==> config.mk <==
export PLATFORM = sky130hd
export DESIGN_NAME = fvc_div_cell
export DESIGN_NICKNAME = d
export VERILOG_FILES = /design/src/rtl/fvc_div_cell.sv
export SDC_FILE = /design/constraint.sdc
export NUM_CORES = 1
export LEC_CHECK = 0
export ABC_AREA = 1
export BUFFER_PORTS_ARGS = -buffer_cell sky130_fd_sc_hd__buf_2
export CORE_UTILIZATION = 43
export CTS_BUF_LIST = sky130_fd_sc_hd__clkbuf_8 sky130_fd_sc_hd__clkbuf_16
export CTS_CLUSTER_SIZE = 8
export DETAILED_ROUTE_END_ITERATION = 7
export PLACE_DENSITY = 0.76
export SLEW_MARGIN = 25
export SYNTH_ARGS = -nofsm -noshare
export SYNTH_HDL_FRONTEND = slang
export SYNTH_SLANG_ARGS = --single-unit
export TNS_END_PERCENT = 30
==> constraint.sdc <==
create_clock -name clk -period 2.8 [get_ports clk]
set_clock_uncertainty 0.15 [all_clocks]
set_input_delay 0.84 -clock clk [delete_from_list [all_inputs] [get_ports clk]]
set_output_delay 0.84 -clock clk [all_outputs]
set_load 0.01 [all_outputs]
==> src/rtl/fvc_div_cell.sv <==
// One quotient bit of the restoring divider.
module fvc_div_cell #(
    parameter int NW = 58,
    parameter int DW = 34
) (
    input  logic          clk,
    input  logic [DW:0]   in_rem,
    input  logic [NW-1:0] in_num,
    input  logic [DW-1:0] in_den,
    output logic [DW:0]   out_rem,
    output logic [NW-1:0] out_num,
    output logic [DW-1:0] out_den
);

    logic [DW+1:0] sh;
    logic [DW:0]   rem_reg;
    logic [NW-1:0] num_reg;
    logic [DW-1:0] den_reg;

    assign sh = {in_rem, in_num[NW-1]};

    always_ff @(posedge clk)
    begin
        if (sh >= {2'b00, in_den}) begin
            rem_reg <= (DW+1)'(sh - {2'b00, in_den});
            num_reg <= {in_num[NW-2:0], 1'b1};
        end else begin
            rem_reg <= (DW+1)'(sh);
            num_reg <= {in_num[NW-2:0], 1'b0};
        end
        den_reg <= in_den;
    end

    assign out_rem = rem_reg;
    assign out_num = num_reg;
    assign out_den = den_reg;

endmodule

After elaboration in Yosys (flattened, before gate mapping)
Index checks and enable logic that the tools add are counted.
W data, S select, Z words.
{ "word_totals": {"register_bits": 127, "inputBits": 128} }
{ "op_classes": {"add_sub_neg": 1, "order_cmp": 1, "muxes": 2} }
{ "op_table": {"columns": ["op", "n"], "rows": [
  ["$ge A36 B34 Y1", 1],
  ["$mux W35", 1],
  ["$sub A35 B34 Y35", 1],
  ["$mux W1", 1]
]} }

Longest topological paths before layout
{ "logic_depth": {"word_depth": 2, "depth_mapped": 16, "ltp_nobuf": 15} }

Worst setup path after synthesis
No wires, ideal clock.
{ "synth_path": {"path_type": "input -> register", "from": "in in_num[57]", "to": "reg rem_reg[17], in the netlist out_rem[17]", "setup_time_ns": 0.112, "t_arrival_ns": 2.456, "path_slack_ns": 0.082, "cell_stages": 13, "path_buffers": 1, "cell_sequence": "inv_1 -> ha_1 -> fa_1 -> nor2_1 -> nor2_1 -> nand3b_1 -> nand3_2 -> nand3_2 -> nand2_4 -> inv_2 -> buf_2 -> nand2_1 -> nand2_2"} }
{ "synth_via": {"elab_chain_cells": 2, "elab_cells_between_ends": 3} }
{ "synth_rtl": {"columns": ["element", "line_no", "source"], "rows": [
  ["from (decl)", "8", "input logic [NW-1:0] in_num,"],
  ["$sub A35 B34 Y35 / $ge A36 B34 Y1 (equally long branches)", "25, 24", null],
  ["$mux W35 (*)", "24", "if (sh >= {2'b00, in_den}) begin"],
  ["to (signal assigned)", "25", "rem_reg <= (DW+1)'(sh - {2'b00, in_den});"],
  ["to (signal assigned)", "28", "rem_reg <= (DW+1)'(sh);"],
  ["to (decl)", "16", "logic [DW:0] rem_reg;"]
]} }
Mark *: on every way between the ends. The rest lies on a longest branch, timed or not.

Worst setup path after layout
{ "layout_path": {"from": "in in_num[57]", "to": "reg rem_reg[28], in the netlist out_rem[28]"} }
The elaborated chain is that of the path after synthesis.

==> impl_metrics.json <==
{
  "status": "finished, final reports clean",
  "via_per_inst": 4.58,
  "ios": 255,
  "drt_iter0_markers": 321,
  "clk_pin_slew_worst_paths_ps": 60,
  "synth_compound_area_share_pct": 3.80,
  "fin_crit_sh_pct": 89.2,
  "numPortBuffers": 254,
  "post-route-drc-count": 0,
  "grt_max_degree": 21,
  "grt_util_met1_pct": 28.8,
  "initial_utilization_pct": 44.3,
  "synth_nets": 962,
  "diodes": 0,
  "grt_pass1_wl_mm": 27.1,
  "cts_setup_buffers": 0,
  "cp_slowest_cell": "fa_1",
  "grt_util_all_layers_pct": 25.0,
  "cp.required_ps": 2960,
  "min_period_ps": 2500,
  "avgRoutedWirePerCell_um": 13.4,
  "first_global_vias": 5624,
  "final_cell_mix": "275 x nand2_1, 254 x buf_2, 138 x inv_1, 127 x dfxtp_1, 62 x nor2_1",
  "rsz0062_at_grt": "no",
  "detail-route-antenna-nets": 0,
  "synth-simple-area-share_pct": 32.2,
  "numCtsBuffers": 17,
  "p_int_uw": 3660,
  "fp-row-count": 42,
  "p_switching_uw": 1570,
  "cts-root-buf": "clkbuf_16",
  "hp-start": "in_num[9]",
  "cts_tree": "yes",
  "path_cells": "buf_2 -> inv_1 -> ha_1 -> fa_1 -> nor2_1 -> nor2_1 -> o21ai_0 -> nand2_1 -> nand2_1 -> nand2_1 -> nand2_1 -> nand2_1 -> nand3_2 -> nand2_1",
  "syn_inst": 799,
  "drive_above_1_share_pct": 34.1,
  "netlist_area_sq_um": 5890,
  "post_cts_resized": 0,
  "grt_busiest_layer": "met2",
  "vdd_ir_drop_max_mv": 0.404,
  "place.detailed.hpwl_mm": 14.1,
  "synth_cell_types": 27,
  "fmax_mhz": 401,
  "synth_seq_cells": 127,
  "antenna_found_initial": 1,
  "path_buf_inv": 2,
  "grt_remaining_overflow": 0,
  "ys_seq_area_share_pct": 43.1,
  "startpoint_type": "input pin",
  "gp_congestion": 0.946,
  "synthMuxAreaShare_pct": 0,
  "finish.utilization_pct": 61.7,
  "tns_ps": 0,
  "cts.sinks": 127,
  "clockBufferDepth": 2,
  "cp_common_cell": "nand2_1",
  "met2_usage_pct": 43.4,
  "power_frac_comb_pct": 22.5,
  "cpPeakStageDelay_ps": 400,
  "worstMarginPinSlew_ps": 398,
  "core_area_sq_um": 13300,
  "clkPwrFrac_pct": 38.7,
  "synthXorXnorAreaFrac_pct": 2.67,
  "holdBufCountCts": 0,
  "die_h_um": 119,
  "hold_violations": 0,
  "synth_top_family_by_area": "simple AND/OR/NAND/NOR gates",
  "totalWireLength_mm": 17.4,
  "powerDensity_nw_per_um2": 636,
  "slew_violations": 0,
  "maxCapViolCount": 0,
  "p_leak_uw": 0.00472,
  "crit_family": "simple AND/OR/NAND/NOR gates",
  "crit_type": "input pin to flip-flop",
  "hold_depth": 1,
  "crit_arrival_ps": 2660,
  "cp-end-kind": "flip-flop",
  "setup_viol": 0,
  "seqPwrFrac_pct": 38.8,
  "layout-area-overhead-vs-synth_pct": 39.2,
  "h-tree-depth": 4,
  "use_met3_pct": 7.28,
  "slew_headroom_pct": 73.2,
  "final_nets": 1273,
  "via_count": 5939,
  "drt_first_pass_iters": 5,
  "die_x_um": 119,
  "syn_area_per_cell_sq_um": 7.38,
  "layout_commonest_cell": "nand2_1",
  "synthAdderAreaFrac_pct": 7.56,
  "swShare_pct": 30.0,
  "design.die.area_sq_um": 14200,
  "cp.depth": 14,
  "hold_class": "input pin to flip-flop",
  "p_total_uw": 5220,
  "synth_warnings": 0,
  "path_max_fanout": 3,
  "hold_path_end": "out_num[10]$_DFF_P_"
}
## how the worst max path moves through the flow
stage               start                  end  slack [ps]
6_report       in_num[57]  out_rem[28]$_DFF_P_         300
5_1_grt        in_num[57]  out_rem[24]$_DFF_P_         110
4_1_cts        in_num[57]  out_rem[20]$_DFF_P_         350
3_5_place_dp   in_num[57]  out_rem[32]$_DFF_P_         -90
3_3_place_gp   in_num[57]  out_rem[32]$_DFF_P_         -30
2_1_floorplan  in_num[57]  out_rem[17]$_DFF_P_          80
## flip-flops by register name (all words and copies together), names as in the netlist
name,cells
out_num,58
out_rem,35
out_den,34
## layout make-up
cell class / instances / area [sq um]
Multi-Input combinational cell: 523 / 2720
Inverter: 142 / 533
Tap cell: 176 / 220
Sequential cell: 127 / 2540
Fill cell: 1260 / 5090
Clock inverter: 12 / 88.8
Clock buffer: 19 / 453
Timing Repair Buffer: 299 / 1650
## power groups by stage
stage	Combinational, uW	Sequential [uW]	Clock, uW
finish	1170	2020	2020
floorplan	577	2150	0
global route	1300	2040	2150
detailed placement	1170	2060	0
CTS	1180	2030	2050
global placement	1160	2060	0
## metrics by stage
stage / worst slack [ps] / cell area (sq um) / hold WS (ps) / std cells
final: 303 / 8210 / 366 / 1298
after global routing: 113 / 8210 / 340 / 1298
after CTS: 352 / 8210 / 354 / 1298
after detailed placement: -92.7 / 7670 / 794 / 1267
after global placement: -31.5 / 7670 / 792 / 1267
after floorplan: 82.1 / 5890 / 718 / 799
## synth_stat cells, drive strengths merged
library cell / number / area, sq um
nand2: 302 / 1210
inv: 142 / 533
dfxtp: 127 / 2540
nor2: 69 / 287
ha: 34 / 425
nand3: 33 / 230
a21oi: 26 / 134
xor2: 15 / 131
nand3b: 9 / 67.6
o21ai: 9 / 45.0
buf: 7 / 95.1
nand4: 7 / 43.8
nor3: 7 / 35.0
o21bai: 5 / 37.5
xnor2: 3 / 26.3
nor4: 2 / 27.5
a21o: 1 / 7.51
fa: 1 / 20.0
## layer usage
metal	routed length (um)	part of all wire [%]	vias to the layer above
li1	-	-	3043
met1	7290	42	2634
met2	8470	49	225
met3	1160	6.6	35
met4	465	2.7	2
met5	13	0.075	-
## logic make-up (layout without fill, tap and decap cells)
group,Yosys count,in the layout
buffers and inverters,149,472
adders and majority gates,35,35
xor gates and xnor gates,18,18
and+or+nand+nor,429,429
AOI/OAI and AO/OA,41,41
DFF,127,127
(Power assumes the default switching activity.)
