$ cat src/rtl/fvc_pkg.sv
package fvc_pkg;

    localparam int ANG_W = 40;
    localparam int WHEEL_SIZE = 55;
    localparam int REG_WIDTH = 0;
    localparam int REG_HEIGHT = 1;

    localparam logic [23:0][20:0] ATAN_TABLE = {
        21'd0, 21'd0, 21'd0, 21'd0, 21'd1, 21'd1, 21'd3, 21'd5,
        21'd10, 21'd20, 21'd41, 21'd81, 21'd163, 21'd326, 21'd652, 21'd1304,
        21'd2608, 21'd5215, 21'd10427, 21'd20834, 21'd41506, 21'd81767, 21'd154753,
        21'd262144
    };

    typedef struct packed {
        logic signed [ANG_W-1:0] x;
        logic signed [ANG_W-1:0] y;
        logic signed [22:0]      z;
    } cordic_t;

    function automatic logic [23:0] wheel_rgb(input logic [5:0] k);
        int j;
        int r;
        int g;
        int b;
        j = int'(k);
        r = 0;
        g = 0;
        b = 0;
        if (j < 15) begin
            r = 255; g = (255 * j) / 15;
        end else if (j < 21) begin
            r = 255 - (255 * (j - 15)) / 6; g = 255;
        end else if (j < 25) begin
            g = 255; b = (255 * (j - 21)) / 4;
        end else if (j < 36) begin
            g = 255 - (255 * (j - 25)) / 11; b = 255;
        end else if (j < 49) begin
            b = 255; r = (255 * (j - 36)) / 13;
        end else if (j < 55) begin
            b = 255 - (255 * (j - 49)) / 6; r = 255;
        end
        return {r[7:0], g[7:0], b[7:0]};
    endfunction

    // wheel entries evaluated once at elaboration
    function automatic logic [WHEEL_SIZE-1:0][23:0] build_wheel();
        logic [WHEEL_SIZE-1:0][23:0] rom;
        for (int k = 0; k < WHEEL_SIZE; k++)
            rom[k] = wheel_rgb(6'(k));
        return rom;
    endfunction

    localparam logic [WHEEL_SIZE-1:0][23:0] WHEEL_ROM = build_wheel();

endpackage

$ cat src/rtl/fvc_cordic_cell.sv
// One rotation step of the angle chain.
module fvc_cordic_cell
    import fvc_pkg::*;
#(
    parameter int STAGE = 0
) (
    input  logic    clk,
    input  logic    rst_n,
    input  logic    in_valid,
    input  cordic_t in_data,
    output logic    out_valid,
    output cordic_t out_data
);

    cordic_t next_data;
    logic    valid_reg;
    cordic_t data_reg;

    always_comb
    begin
        logic signed [ANG_W-1:0] xs;
        logic signed [ANG_W-1:0] ys;
        logic signed [22:0]      at;
        xs = in_data.x >>> STAGE;
        ys = in_data.y >>> STAGE;
        at = 23'(ATAN_TABLE[STAGE]);
        if (!in_data.y[ANG_W-1]) begin
            next_data.x = in_data.x + ys;
            next_data.y = in_data.y - xs;
            next_data.z = in_data.z + at;
        end else begin
            next_data.x = in_data.x - ys;
            next_data.y = in_data.y + xs;
            next_data.z = in_data.z - at;
        end
    end

    always_ff @(posedge clk or negedge rst_n)
    begin
        if (!rst_n) valid_reg <= 1'b0;
        else        valid_reg <= in_valid;
    end

    always_ff @(posedge clk)
    begin
        data_reg <= next_data;
    end

    assign out_valid = valid_reg;
    assign out_data  = data_reg;

endmodule

$ cat config.mk
export PLATFORM = sky130hd
export DESIGN_NAME = fvc_cordic_cell
export DESIGN_NICKNAME = d
export VERILOG_FILES = /design/src/rtl/fvc_pkg.sv /design/src/rtl/fvc_cordic_cell.sv
export SDC_FILE = /design/constraint.sdc
export NUM_CORES = 1
export LEC_CHECK = 0
export BUFFER_PORTS_ARGS = -buffer_cell sky130_fd_sc_hd__clkbuf_2
export CORE_ASPECT_RATIO = 1.5
export CORE_MARGIN = 5
export CORE_UTILIZATION = 45
export DETAILED_ROUTE_END_ITERATION = 8
export GPL_TIMING_DRIVEN = 0
export PLACE_DENSITY = 0.68
export SLEW_MARGIN = 15
export SYNTH_ARGS = -nofsm -noshare
export SYNTH_HDL_FRONTEND = slang
export SYNTH_SLANG_ARGS = --single-unit
$ cat constraint.sdc
create_clock -name clk -period 0.8 [get_ports clk]
set_input_delay 0.16 -clock clk [delete_from_list [all_inputs] [get_ports clk]]
set_output_delay 0.16 -clock clk [all_outputs]
set_load 0.02 [all_outputs]
# Yosys cells after proc, flatten, opt, wreduce, memory -nomap -nowiden
# Index checks and enable logic that the tools add are counted.
# Widths: inputs -> output; s select.
# totals
ff_bits	104
inputBits	106
# op_classes
addsub	5
n_mux	1
# op_table
cell	n
$mux 103	1
$sub 40x40->40	2
$add 40x40->40	1
$add 23x20->23 const B	1
$sub 23x20->23 const B	1

# Logic depth before layout (Yosys ltp)
# depth
depth_word	2
ltp_mapped	13

# Worst setup path before layout
# No wires, ideal clock.
# synth_timing
path_kind	input port to flip-flop
from	in in_data[63] (netlist bit)
to	reg data_reg, in the netlist out_data[101]
setup_ps	128
arrival_time_ps	2414
t_required_ps	672
setup_slack_ps	-1742
path_stages	12
path_buffers	0
path_cell_list	inv_1 > ha_1 > fa_1 > and4b_1 > o21ai_1 > a311oi_1 > a31oi_1 > o221ai_1 > a21oi_1 > o211ai_1 > o311ai_2 > xnor2_1
# synth_lines
item	line	source
from (decl)	fvc_cordic_cell.sv:10	input cordic_t in_data,
to (signal assigned)	fvc_cordic_cell.sv:46	data_reg <= next_data;
to (decl)	fvc_cordic_cell.sv:17	cordic_t data_reg;

==> flow_metrics.py <==
metrics = {
    "global_route": {
        "overflow": 0,
        "antenna_found_initial": 0,
        "grt_pass1_vias": 11279,
        "grt_first_pass_wirelength_um": 61700,
        "grt_max_degree": 17,
        "grt_usage_pct": 32.6,
    },
    "place": {
        "pre_cts_ws_ns": -2.79,
        "hpwl_um": 30800,
        "io_buffers": 209,
        "gp_congestion": 0.979,
    },
    "yosys": {
        "synth.most_common_cell": "a21oi_1",
        "netlist_area_um2": 9600,
        "async_flop_share_pct": 0.971,
        "synth_top_flop_cell": "dfxtp_1",
        "synthTopCellsByArea": "dfxtp_1 (21%), ha_1 (17%), a21oi_1 (8.5%)",
        "synth_edf_count": 0,
        "ys_warn_count": 0,
        "ys_seq_area_share_pct": 21.5,
        "synth_top_area_share_pct": 21.3,
        "ys_ff_latch": 103,
        "syn_area_per_cell_um2": 7.69,
        "syn_inst": 1248,
        "synth_nets": 1491,
        "synthTopCellsByCount": "a21oi_1 (163), ha_1 (133), inv_1 (109)",
        "yosys.area.top_type": "dfxtp_1",
        "yosysUniqueCellTypes": 78,
    },
    "clock_tree": {
        "clk_pin_slew_ns": 0.07,
        "htreeDepth": 3,
        "clk_path_buf_depth": 2,
        "clock_sinks": 103,
        "cts_tree": "done",
        "cts_root_buffer": "clkbuf_16",
        "cts_buffers": 9,
    },
    "cells_and_area": {
        "fin_nets": 1824,
        "fill_cells": 1479,
        "drive_gt1_share_pct": 49.4,
        "area_delta_synth_final_pct": 64.7,
        "diodes": 0,
        "fin_util_pct": 75.1,
    },
    "timing": {
        "fin_ws_ns": -1.89,
        "hold_viol_final": 0,
        "finalMaxSlewViolations": 0,
        "fmax_mhz": 372,
        "slew_headroom_pct": 15.3,
        "rsz0062_at_grt": "yes",
        "min_period_ns": 2.69,
        "finalCritPeriodShare_pct": 336,
        "worstMarginPinSlew_ns": 1.27,
        "setup_viol": 186,
    },
    "worst_setup_path": {
        "start_kind": "primary input",
        "cp_max_fo": 3,
        "crit_type": "primary input to flop",
        "end_kind": "flop",
        "cp.required_ns": 1.09,
        "worstPathArrival_ns": 2.97,
    },
    "floorplan": {
        "core_area_um2": 21100,
        "dieHeight_um": 189,
        "row_count": 65,
        "die_x_um": 129,
        "initial_core_util_pct": 45.6,
        "die-area_um2": 24400,
        "io-pin-count": 210,
    },
    "job": {
        "maxCapViolations": 0,
    },
    "detailed_routing": {
        "ant_nets": 0,
        "drc": 0,
        "drt-total-wl_um": 43300,
        "drt_iter0_drc": 885,
        "via_per_inst": 6.07,
        "routedWlPerCell_um": 23.3,
        "vias": 11248,
        "first_pass_iters": 7,
    },
    "worst_hold_path": {
        "hold_path_class": "primary input to flop",
    },
    "outcome": {
        "outcome": "complete, but fails checks",
        "violations": "negative setup slack",
    },
    "pwr": {
        "leakage_nw": 6.82,
        "power.density_nw_per_um2": 1690,
        "ir_drop_v": 0.00113,
    },
}
logic make-up (layout without fill, tap and decap cells):
family                     after synthesis  after routing  synth area share, %
and+or+nand+nor                        290            290                 14.5
xor gates and xnor gates                80             80                 7.30
buffers and inverters                  171            509                 7.01
DFF                                    103            103                 21.5
AOI/OAI and AO/OA                      448            448                 29.5
muxes                                   19             19                 1.98
adders and majority gates              137            137                 18.2
metrics by stage:
| stage | area (um^2) | std cells | hold WS, ns | TNS [ns] | total power, mW |
|---|---|---|---|---|---|
| floorplan | 10300 | 1248 | -0.136 | -83.00 | 13.2 |
| global placement | 11700 | 1725 | -0.0639 | -143.92 | 16.6 |
| detailed placement | 11700 | 1725 | -0.0638 | -143.72 | 16.6 |
| CTS | 14700 | 1813 | 0.0832 | -113.67 | 24.6 |
| global route | 15800 | 1854 | 0.0891 | -128.21 | 27.8 |
| finish | 15800 | 1854 | 0.0879 | -123.42 | 26.7 |
report_power, final:
group | switching (mW) | total [mW] | internal, mW
combinational | 7.86 | 14.9 | 7.00
sequential | 0.710 | 7.15 | 6.44
clock | 2.08 | 4.69 | 2.61
total | 10.7 | 26.7 | 16.0
critical path, stage by stage:
cell	delay, ns
clkbuf_16	0.14
buf_6	0.11
ha_4	0.16
fa_2	0.40
and4b_1	0.30
o21ai_2	0.11
a31oi_4	0.32
a221oi_4	0.13
o31ai_4	0.30
a221o_1	0.37
buf_4	0.17
nor2_2	0.03
a21oi_2	0.12
xnor2_1	0.13
cell usage in the layout (no fill, tap or decap), types with 19 or more instances in the layout:
cell type,netlist,final
ha_1,133,109
clkbuf_2,0,106
buf_8,0,104
dfxtp_2,0,101
a21oi_1,163,96
inv_1,109,95
nor2_1,90,66
buf_4,2,60
xnor2_1,72,59
a21oi_2,0,53
nand2_1,69,51
buf_6,2,45
o21ai_0,94,42
a21o_1,31,31
o21ai_2,0,26
o21ai_1,5,23
o21bai_1,28,22
dlygate4sd3_1,0,22
ha_4,0,21
nor2_2,0,20
nand3_1,24,19
registers in the layout, indices dropped and copies added, names as in the netlist:
| register | flops |
|---|---|
| out_data | 102 |
| out_valid | 1 |
routing by layer:
layer | vias to the layer above | GRT usage [%] | wire length (um)
li1 | 5078 | - | -
met4 | 0 | 22.8 | 3540
met2 | 695 | 58.4 | 22100
met3 | 234 | 6.32 | 3240
met1 | 5241 | 33.2 | 14400
met5 | - | 0 | 0
final timing paths:
kind	from	endpoint	slack, ns	depth (start not counted)
setup / recovery	in_data[63]	out_data[51]	-1.89	14
hold / removal	in_data[22]	out_data[22]	0.09	3
max in group asynchronous	rst_n	out_valid	0.61	2
min in group asynchronous	rst_n	out_valid	0.10	2
what timing repair did:
action	in CTS	in global routing
gates cloned	0	1
setup buffers	51	47
pin swaps	99	104
gates resized for setup	516	268
endpoints found under the setup margin	185	185
endpoints found under the hold margin	23	0
hold buffers	22	0
area by class of cell:
class                           count  area [um^2]  area share [%]
Clock buffer                       12          256            1.62
Tap cell                          268          335            2.12
Timing Repair Buffer              323         3290            20.8
Clock inverter                      4         52.6           0.332
Buffer                             55          462            2.92
Sequential cell                   103         2190            13.9
Multi-Input combinational cell    974         8730            55.2
Inverter                          115          485            3.07
Power figures use the tool's default switching activity.
