$ cat src/rtl/fvc_sqrt_cell.sv
// One result bit of the restoring square root (two bits of radicand per cell).
module fvc_sqrt_cell #(
    parameter int RW = 64,
    parameter int QW = 32
) (
    input  logic          clk,
    input  logic [RW-1:0] in_rem,
    input  logic [QW-1:0] in_root,
    input  logic [RW-1:0] in_rad,
    output logic [RW-1:0] out_rem,
    output logic [QW-1:0] out_root,
    output logic [RW-1:0] out_rad
);

    logic [RW+1:0] rem_sh;
    logic [RW+1:0] trial;
    logic [RW-1:0] rem_reg;
    logic [QW-1:0] root_reg;
    logic [RW-1:0] rad_reg;

    assign rem_sh = {in_rem, in_rad[RW-1:RW-2]};
    assign trial  = {in_root, 2'b01};

    always_ff @(posedge clk)
    begin
        if (rem_sh >= trial) begin
            rem_reg  <= RW'(rem_sh - trial);
            root_reg <= {in_root[QW-2:0], 1'b1};
        end else begin
            rem_reg  <= RW'(rem_sh);
            root_reg <= {in_root[QW-2:0], 1'b0};
        end
        rad_reg  <= {in_rad[RW-3:0], 2'b00};
    end

    assign out_rem  = rem_reg;
    assign out_root = root_reg;
    assign out_rad  = rad_reg;

endmodule

$ cat config.mk
export PLATFORM = sky130hd
export DESIGN_NAME = fvc_sqrt_cell
export DESIGN_NICKNAME = d
export VERILOG_FILES = /design/src/rtl/fvc_sqrt_cell.sv
export SDC_FILE = /design/constraint.sdc
export NUM_CORES = 1
export LEC_CHECK = 0
export ABC_AREA = 1
export CAP_MARGIN = 20
export CELL_PAD_IN_SITES_DETAIL_PLACEMENT = 0
export CELL_PAD_IN_SITES_GLOBAL_PLACEMENT = 1
export CORE_UTILIZATION = 43
export CTS_CLUSTER_SIZE = 16
export DETAILED_ROUTE_END_ITERATION = 6
export DONT_BUFFER_PORTS = 1
export GPL_TIMING_DRIVEN = 0
export HOLD_SLACK_MARGIN = 0.12
export PLACE_DENSITY_LB_ADDON = 0.1
export SLEW_MARGIN = 25
export SYNTH_ARGS = -nofsm -noshare
export SYNTH_HDL_FRONTEND = slang
export SYNTH_SLANG_ARGS = --single-unit
$ cat constraint.sdc
create_clock -name clk -period 2.3 [get_ports clk]
set_input_delay 0.46 -clock clk [delete_from_list [all_inputs] [get_ports clk]]
set_output_delay 0.46 -clock clk [all_outputs]
set_load 0.01 [all_outputs]
Yosys cells after proc, flatten, opt, wreduce, memory -nomap -nowiden
Index checks and enable logic that the tools add are counted.
{ "op_classes": {"add_sub_neg": 1, "magnitude_cmp": 1, "n_mux": 2} }
{ "ops": {"columns": ["cell", "count"], "rows": [
  ["$ge A66 B34 Y1", 1],
  ["$mux W64", 1],
  ["$sub A64 B34 Y64", 1],
  ["$mux W1", 1]
]} }
{ "totals": {"reg_bits": 158, "inputBits": 161, "wordCells": 7} }

Logic depth before layout (Yosys ltp)
Gate-level depths: netlist of run 1.
{ "logic_depth": {"ltp_word": 2, "ltp_mapped": 17, "ltp_nobuf": 15} }

Worst setup path after synthesis of run 1
No wires, ideal clock.
{ "synth_path": {"kind": "input -> register", "startpoint": "input port in_root[25]", "endpoint": "register rem_reg[28] (netlist: out_rem[28])", "path_slack_ns": 0.176, "n_path_buf": 2, "arrival_ns": 2.005, "cell_stages": 15, "cell_sequence": "inv_1 > ha_1 > nand2_1 > nor2_2 > inv_2 > nor2_4 > nand2_1 > nor2_1 > a21oi_2 > nand3_2 > inv_2 > buf_12 > buf_12 > nand2_1 > o21ai_2"} }
{ "synth_via": {"elab_chain_cells": 2} }
{ "synth_lines": {"columns": ["element", "line", "rtl"], "rows": [
  ["from (decl)", "8", "input logic [QW-1:0] in_root,"],
  ["$sub A64 B34 Y64 or $ge A66 B34 Y1 (tied branches)", "27, 26", null],
  ["$mux W64 (*)", "26", "if (rem_sh >= trial) begin"],
  ["to (signal assigned)", "27", "rem_reg <= RW'(rem_sh - trial);"],
  ["to (signal assigned)", "30", "rem_reg <= RW'(rem_sh);"],
  ["to (decl)", "17", "logic [RW-1:0] rem_reg;"]
]} }
Mark *: on every way between the ends. The rest lies on a longest branch, timed or not.

Worst setup path after layout of run 1
{ "layout_path": {"startpoint": "input port in_root[21]", "endpoint": "register rem_reg[26] (netlist: out_rem[26])"} }
Same word-level chain as after synthesis.

==> impl_metrics.toml, run 1 <==
[setup_path]
cp.required_ps = 2610
end_kind = "flip-flop"
start_kind = "input pin"
path_max_fanout = 10
crit_type = "input pin to flip-flop"
cp.arrival_ps = 2500

[synthesis]
postSynthAreaPerCell_um2 = 6.737
ys_types = 32
ys_seq_area_share_pct = 38.58
ys_ff_latch = 158
syn_inst = 1217
yosysWarnings = 0
syn_area_um2 = 8199

[place]
numPortBuffers = 0
dp_hpwl_mm = 22.40
place_area_um2 = 8496
gp_congestion = 0.9293

[route]
dr.pass1.iters = 5
vias = 7739
routed_via_density = 4.898
drc = 0
drtAntennaViolNets = 0
wirelength_mm = 28.78
wl_per_cell_um = 18.21
drt_iter0_drc = 414

[global_routing]
grt_pass1_wl_mm = 42.48
grt_max_degree = 18
grt_pass1_vias = 7608
overflow = 0
grt_usage_pct = 29.39
antenna_found_initial = 2

[layout]
area_growth_pct = 22.91
finalCoreUtilization_pct = 53.87
final_cell_mix = "nand2_1 (421), inv_1 (220), dfxtp_1 (158)"
drive_gt1_share_pct = 9.591
design_area_um2 = 10080
finalNetCount = 1527
layout_commonest_cell = "nand2_1"

[timing]
period_share_pct = 95.28
rsz0062_at_grt = "false"
fin_setup_tns_ps = 0
period_needed_ps = 2191
fmax_mhz = 456.3
maxSlewViolCount = 0
worst_hold_slack_ps = 134.0
hold_viol = 0
setup_viol_count_final = 0

[die]
rows = 50
die_area_um2 = 19620
coreArea_um2 = 18710
die_w_um = 140.1
io_pins = 321
start_util_pct = 43.83
die_y_um = 140.1

[clock_network]
cts_buffers = 17
htreeDepth = 4
root_buffer = "clkbuf_16"
clkSinkCount = 158
cts_buffer_depth = 2
cts_tree = "built"
post_cts_buffers = 0
clk_pin_slew_ps = 70

[power_and_ir_drop]
worst_ir_drop_vdd_mv = 0.4406
leakage_nw = 4.903
power_density_nw_per_um2 = 716.6

[min_path]
min_path_type = "input pin to flip-flop"

[run_status]
outcome = "finished clean"

[job]
max_cap_violations = 0
## layer usage
metal	share of wire [%]	vias up	global-route usage [%]
li1	-	3923	-
met1	43	3472	36.58
met2	48	307	50.47
met3	6.7	37	5.607
met4	2.4	0	10.53
met5	0	-	0
## flip-flops by register name, indices dropped and copies added (netlist names)
register,flops
out_rem,64
out_rad,62
out_root,32
## metrics by stage
step	setup slack, ps	instances	total power, mW
after floorplan	176.4	1218	4.005
after global placement	-444.4	1452	4.317
after detailed placement	-434.3	1452	4.318
after CTS	9.276	1579	7.237
after global routing	1.223	1580	7.551
final	108.6	1580	7.221
## synth_stat cells (all sizes together)
cell	number	area (µm²)
a21oi	54	364.1
and2	2	15.02
buf	12	127.6
clkbuf	1	3.750
conb	1	3.750
dfxtp	158	3163
ha	34	425.4
inv	223	837.1
nand2	435	1660
nand3	52	270.3
nand3b	8	60.06
nand4	11	68.82
nor2	135	541.8
nor3	15	75.07
nor4	3	18.77
o21ai	38	265.3
o21bai	4	30.03
or2	1	6.260
xnor2	25	219.0
xor2	5	43.79
## final timing paths
path,start,end,slack [ps],cells after the start
worst max-delay path,in_root[21],out_rem[26],110,15
worst min-delay path,in_rem[23],out_rem[25],130,2
## what timing repair did
item / in CTS / in global routing
resized for setup: 0 / 17
hold endpoints to repair: 95 / 0
hold buffers: 95 / 0
setup endpoints to repair: 0 / 62
## worst max-delay path: stages
cell	delay, ps
inv_1	20
ha_1	350
nand2_1	170
nor2_1	130
inv_1	80
nor2_2	180
nand2_1	120
nor2_2	180
a21oi_2	100
nand3_2	160
inv_4	70
buf_12	160
buf_8	160
nand2_2	70
o21ai_2	70
## report_power, final
part	switching, mW	internal, mW	total, mW
Clock	1.33	1.47	2.81
Combinational	0.704	0.468	1.17
Sequential	0.246	2.99	3.24
## kinds of logic after synthesis
| kind of cell | synth area share, % |
|---|---|
| DFF | 38.58 |
| buffers and inverters | 11.81 |
| adders and majority gates | 5.188 |
| other | 0.04574 |
| and+or+nand+nor | 33.13 |
| xor gates and xnor gates | 3.205 |
| AOI/OAI and AO/OA | 8.042 |
## layout make-up
cell class                      count  area, µm²
Multi-Input combinational cell    824       4105
Buffer                             13      141.4
Antenna cell                        1      2.502
Timing Repair Buffer               95      950.9
Fill cell                        1867       8628
Clock buffer                       18      439.2
Tap cell                          234      292.8
Clock inverter                     14      142.6
Inverter                          223      839.6
Sequential cell                   158       3163
Note: power is estimated with default switching activity, not from simulation.
==> run 2: changes to the inputs <==
--- a/config.mk
+++ b/config.mk
@@ -5,13 +5,14 @@
 export SDC_FILE = /design/constraint.sdc
 export NUM_CORES = 1
 export LEC_CHECK = 0
-export ABC_AREA = 1
+export ABC_CLOCK_PERIOD_IN_PS = 2300
 export CAP_MARGIN = 20
 export CELL_PAD_IN_SITES_DETAIL_PLACEMENT = 0
 export CELL_PAD_IN_SITES_GLOBAL_PLACEMENT = 1
-export CORE_UTILIZATION = 43
+export CORE_AREA = 2 2 123 125
 export CTS_CLUSTER_SIZE = 16
 export DETAILED_ROUTE_END_ITERATION = 6
+export DIE_AREA = 0 0 125 127
 export DONT_BUFFER_PORTS = 1
 export GPL_TIMING_DRIVEN = 0
 export HOLD_SLACK_MARGIN = 0.12
==> run 2 against run 1 <==
Compared with the run above: the run now ends with negative setup slack left; cell area rose by 1.3%; core utilization grew 17 points; synthesized area fell by 21%; flip-flop and latch count unchanged; first-iteration DRC count fell by 40%; setup slack worse by 210 ps; die area is 19% lower.
==> impl_metrics.toml, run 2 <==
[place]
numPortBuffers = 0
gp_congestion = 0.9058
place_ws_ps = -783.1
dp_hpwl_mm = 15.37

[synthesis]
synthTopCellsByCount = "dfxtp_1 (158), a21oi_1 (66), nor2_1 (53)"
synth_edf_count = 0
syn_inst = 667
postSynthAreaPerCell_um2 = 9.655
yosysWarnings = 0
syn_area_um2 = 6440
synthTopCellsByArea = "dfxtp_1 (49%), ha_1 (6.6%), xor2_1 (5.2%), a21oi_1 (5.1%), nor2_1 (3.1%)"
async_flop_share_pct = 0
synth_top_area_share_pct = 49.12
ys_types = 55
ys_ff_latch = 158
ys_seq_area_share_pct = 49.12
synth.most_common_cell = "dfxtp_1"
synth_ff_type = "dfxtp_1"
synth.largest_area_cell = "dfxtp_1"

[layout]
finalNetCount = 1046
layout_commonest_cell = "dfxtp_1"
drive_gt1_share_pct = 29.51
final_cell_mix = "dfxtp_1 (158), dlygate4sd3_1 (118), a21oi_1 (47)"
area_growth_pct = 58.48
largest_reg_flops = 64

[timing]
period_needed_ps = 2406
hold_viol = 0
setup_viol_count_final = 41
maxSlewViolCount = 0
worst_pin_slew_ps = 588.4
period_share_pct = 104.6
fmax_mhz = 415.7
slew_headroom_pct = 60.77
layout_setup_ws_ps = -105.7
fin_setup_tns_ps = -2561
rsz0062_at_grt = "true"

[clock_network]
cts_tree = "built"
cts_buffers = 17
root_buffer = "clkbuf_16"
htreeDepth = 4
clk_pin_slew_ps = 70
cts_buffer_depth = 2
clkSinkCount = 158

[die]
io_pins = 321
start_util_pct = 44.65
coreArea_um2 = 14420
rows = 44
die_w_um = 125
die_y_um = 127
die_area_um2 = 15880

[route]
wl_per_cell_um = 22.73
dr.pass1.iters = 4
wirelength_mm = 23.85
drc = 0
drt_iter0_drc = 248
vias = 5771
routed_via_density = 5.501
drtAntennaViolNets = 0

[global_routing]
grt_use_met3_pct = 7.496
grt_pass1_wl_mm = 32.77
overflow = 0
grt_util_met1_pct = 29.37
grt_max_degree = 18
grt_pass1_vias = 5762
antenna_found_initial = 0
grt_usage_pct = 26.81
top_usage_layer = "met2"
use_met2_pct = 47.38

[min_path]
worstHoldPathCells = 1
min_path_type = "input pin to flip-flop"

[setup_path]
critPathBufInv = 2
end_kind = "flip-flop"
cp.required_ps = 2620
crit_cells = 10
max_stage_delay_ps = 400
start_kind = "input pin"
path_max_fanout = 6
critPathTopFamily = "simple AND/OR/NAND/NOR gates"
cp.arrival_ps = 2730
crit_slowest_cell = "or3_4"
crit_type = "input pin to flip-flop"
crit_chain = "or3_4, nor4_4, and4b_4, o211ai_4, or2_4, o21ai_4, clkinv_4, clkbuf_16, nor2_4, a21oi_2"

[run_status]
violations = "negative setup slack"
outcome = "finished with violations"

[power_and_ir_drop]
power_density_nw_per_um2 = 723.1
leakage_nw = 4.021
worst_ir_drop_vdd_mv = 0.5746

[job]
max_cap_violations = 0
## run 2: cell count changes after synthesis, sizes merged, moves of 8 or more
cell / change
xor2: +33
nand3b: -8
a21oi: +14
nor2: -81
nor4: +17
or3: +17
a21o: +11
inv: -182
nand2: -391
o211ai: +10
nand3: -46
## run 2: layout make-up
type	count	area, µm²
multi-input cells	450	4055
well taps	184	230.2
diodes	1	2.502
repair buffers	165	1708
fillers	1052	4218
plain buffers	17	245.2
clock inverters	14	167.7
flip-flops and latches	158	3163
clock buffers	18	439.2
repair inverters	1	6.256
inverters	41	188.9
## run 2: power by group
| part | internal (mW) | switching [mW] | leakage, nW | total, mW |
|---|---|---|---|---|
| registers | 3.00 | 0.266 | 1.33 | 3.26 |
| logic | 0.638 | 0.572 | 2.39 | 1.21 |
| clock network | 1.59 | 1.32 | 0.296 | 2.91 |
## run 2: path summary, 6_finish.rpt
kind / startpoint / end
setup / recovery: in_rem[39] / out_rem[27]
hold / removal: in_rem[47] / out_rem[49]
## run 2: cells by family after synthesis
kind of cell             after synthesis  share of synthesized area (%)
adder cells (fa/ha/maj)               34                          6.606
other                                  1                        0.05823
flip-flops                           158                          49.12
buffers and inverters                 60                          4.507
XOR/XNOR                              60                          8.160
AND/OR/NAND/NOR                      200                          16.65
AO/OA/AOI/OAI                        154                          14.90
## run 2: what timing repair did
item | in CTS | in global routing
setup endpoints to repair | 62 | 61
gates resized for setup | 39 | 174
pin swaps | 22 | 46
hold buffers | 117 | 1
hold endpoints to repair | 117 | 1
setup buffers | 13 | 26
gates cloned | 0 | 9
## run 2: routing by layer
layer  share of wire (%)  vias to the layer above
li1                    -                     2694
met1                  38                     2762
met2                  52                      249
met3                 6.0                       66
met4                 4.7                        0
met5                   0                        -
## run 2: per-stage QoR
step	util [%]	total power, mW	hold slack (ps)	instance area (µm²)	cells
global placement	48.36	4.102	487.8	6975	852
CTS	63.05	7.179	120.2	9094	1014
floorplan	-	3.883	487.7	6745	668
global route	70.74	7.631	120.3	10200	1048
finish	70.76	7.380	125.5	10210	1049
detailed placement	48.36	4.099	487.8	6975	852
==> run 3: changes to the inputs <==
--- a/config.mk
+++ b/config.mk
@@ -10,6 +10,7 @@
 export CELL_PAD_IN_SITES_DETAIL_PLACEMENT = 0
 export CELL_PAD_IN_SITES_GLOBAL_PLACEMENT = 1
 export CORE_AREA = 2 2 123 125
+export CTS_BUF_LIST = sky130_fd_sc_hd__clkbuf_16
 export CTS_CLUSTER_SIZE = 16
 export DETAILED_ROUTE_END_ITERATION = 6
 export DIE_AREA = 0 0 125 127
==> run 3 against run 2 <==
Compared with the run above: the run still ends with negative setup slack left; cell count increased by 0.19%; flip-flop and latch count did not move; clock-buffer cell count shrank 1; critical path depth is 2 higher; core utilization shrank 2.7 points; routed wire length fell by 2.5%; global-route usage grew 0.14 points; via count barely moved; clock power decreased by 2%.
==> impl_metrics.toml, run 3 (synthesis results as in run 2) <==
[clock_network]
cts_buffer_depth = 2
htreeDepth = 4
cts_buffers = 17
cts_tree = "built"
clk_pin_slew_ps = 70
clkSinkCount = 158
root_buffer = "clkbuf_16"

[die]
io_pins = 321
die_y_um = 127
die_w_um = 125
die_area_um2 = 15880
coreArea_um2 = 14420
rows = 44
start_util_pct = 44.65

[run_status]
violations = "negative setup slack"
outcome = "finished with violations"

[setup_path]
path_max_fanout = 8
crit_type = "input pin to flip-flop"
endpoint = "out_rem[49]"
start_kind = "input pin"
cp-startpoint = "in_root[12]"
end_kind = "flip-flop"
cp.arrival_ps = 2740
cp.required_ps = 2650

[power_and_ir_drop]
worst_ir_drop_vdd_mv = 0.5711
power_density_nw_per_um2 = 745.0
leakage_nw = 3.948

[layout]
area_growth_pct = 52.54
finalCoreUtilization_pct = 68.10
largest_reg_flops = 64
final_cell_mix = "dfxtp_1 (158), dlygate4sd3_1 (120), a21oi_1 (57)"
final-seq-area_um2 = 3163
final_cells = 1051
n_antenna_cell = 0
drive_gt1_share_pct = 25.26
layout_commonest_cell = "dfxtp_1"
multi_input_area_um2 = 3827
fill_cells = 1093
finalNetCount = 1049

[timing]
period_needed_ps = 2393
worst_hold_slack_ps = 121.6
hold_viol = 0
fmax_mhz = 417.9
rsz0062_at_grt = "true"
period_share_pct = 104.0
layout_setup_ws_ps = -92.97
slew_headroom_pct = 59.55
maxSlewViolCount = 0
setup_viol_count_final = 14
fin_setup_tns_ps = -400.3
worst_pin_slew_ps = 600.3

[place]
dp_hpwl_mm = 15.37
place_inst = 852
numPortBuffers = 0
gp_congestion = 0.9058
place_ws_ps = -783.1

[route]
routed_via_density = 5.490
dr.pass1.iters = 5
vias = 5770
drt_iter0_drc = 324
wirelength_mm = 23.26
drc = 0
wl_per_cell_um = 22.13
drtAntennaViolNets = 0

[global_routing]
grt_use_met3_pct = 6.993
grt_util_met1_pct = 30.17
grt_max_degree = 18
overflow = 0
grt_pass1_wl_mm = 33.04
use_met2_pct = 48.82
top_usage_layer = "met2"
antenna_found_initial = 0
grt_usage_pct = 26.95
grt_pass1_vias = 5732

[job]
max_cap_violations = 0

[min_path]
hp-start = "in_rem[45]"
min_path_type = "input pin to flip-flop"
==> run 3: cell count changes in the layout (fill, tap and decap cells not counted), sizes merged <==
cell | before | now
dlygate4sd3 | 118 | 120
clkbuf | 28 | 19
buf | 54 | 64
diode | 1 | 0
==> run 3: layout make-up <==
cell class              instances  share of cell area (%)
inverters                      41                   1.821
multi-input cells             450                   38.96
plain buffers                  17                   2.165
clock buffers                  17                   4.331
clock inverters                15                   1.745
repair buffers                169                   16.43
flip-flops and latches        158                   32.20
well taps                     184                   2.344
==> run 3: how the worst min path moves through the flow <==
stage	cells after the start	slack (ps)	end
floorplan	0	490	out_rad[10]
global placement	0	490	out_rad[47]
detailed placement	0	490	out_rad[42]
CTS	1	120	out_rem[54]
global route	1	110	out_rem[47]
finish	1	120	out_rem[47]
==> run 3: per-stage QoR <==
step	total power, mW	cell area, µm²
after floorplan	3.883	6745
after global placement	4.102	6975
after detailed placement	4.099	6975
after CTS	7.152	9123
after global routing	7.591	9823
final	7.318	9823
==> run 3: worst max-delay path, stage by stage <==
cell and delay (ps):
inv_1 20, ha_2 390, and4_1 240, nand3_1 110, or2_4 290, o211ai_4 220
or2_4 200, buf_6 110, o211ai_4 80, buf_12 160, nor4_4 240, xor2_1 220
==> run 3: metal layers <==
| metal | part of all wire (%) | up-vias | routed length [µm] |
|---|---|---|---|
| li1 | - | 2695 | - |
| met1 | 38 | 2753 | 8876 |
| met2 | 52 | 263 | 12060 |
| met3 | 5.9 | 59 | 1380 |
| met4 | 4.0 | 0 | 940 |
| met5 | 0 | - | 0 |
==> run 3: power by group <==
group / leakage (nW) / total (mW) / internal (mW) / switching [mW]
Clock: 0.290 / 2.86 / 1.55 / 1.31
Combinational: 2.32 / 1.20 / 0.633 / 0.565
Sequential: 1.33 / 3.26 / 3.00 / 0.265
Total: 3.95 / 7.32 / 5.18 / 2.14
==> run 3: what timing repair did <==
action | in CTS | in global routing
gates cloned | 0 | 2
setup endpoints to repair | 62 | 61
hold endpoints to repair | 117 | 3
hold buffers | 117 | 3
pin swaps | 19 | 43
gates resized for setup | 38 | 101
setup buffers | 20 | 27
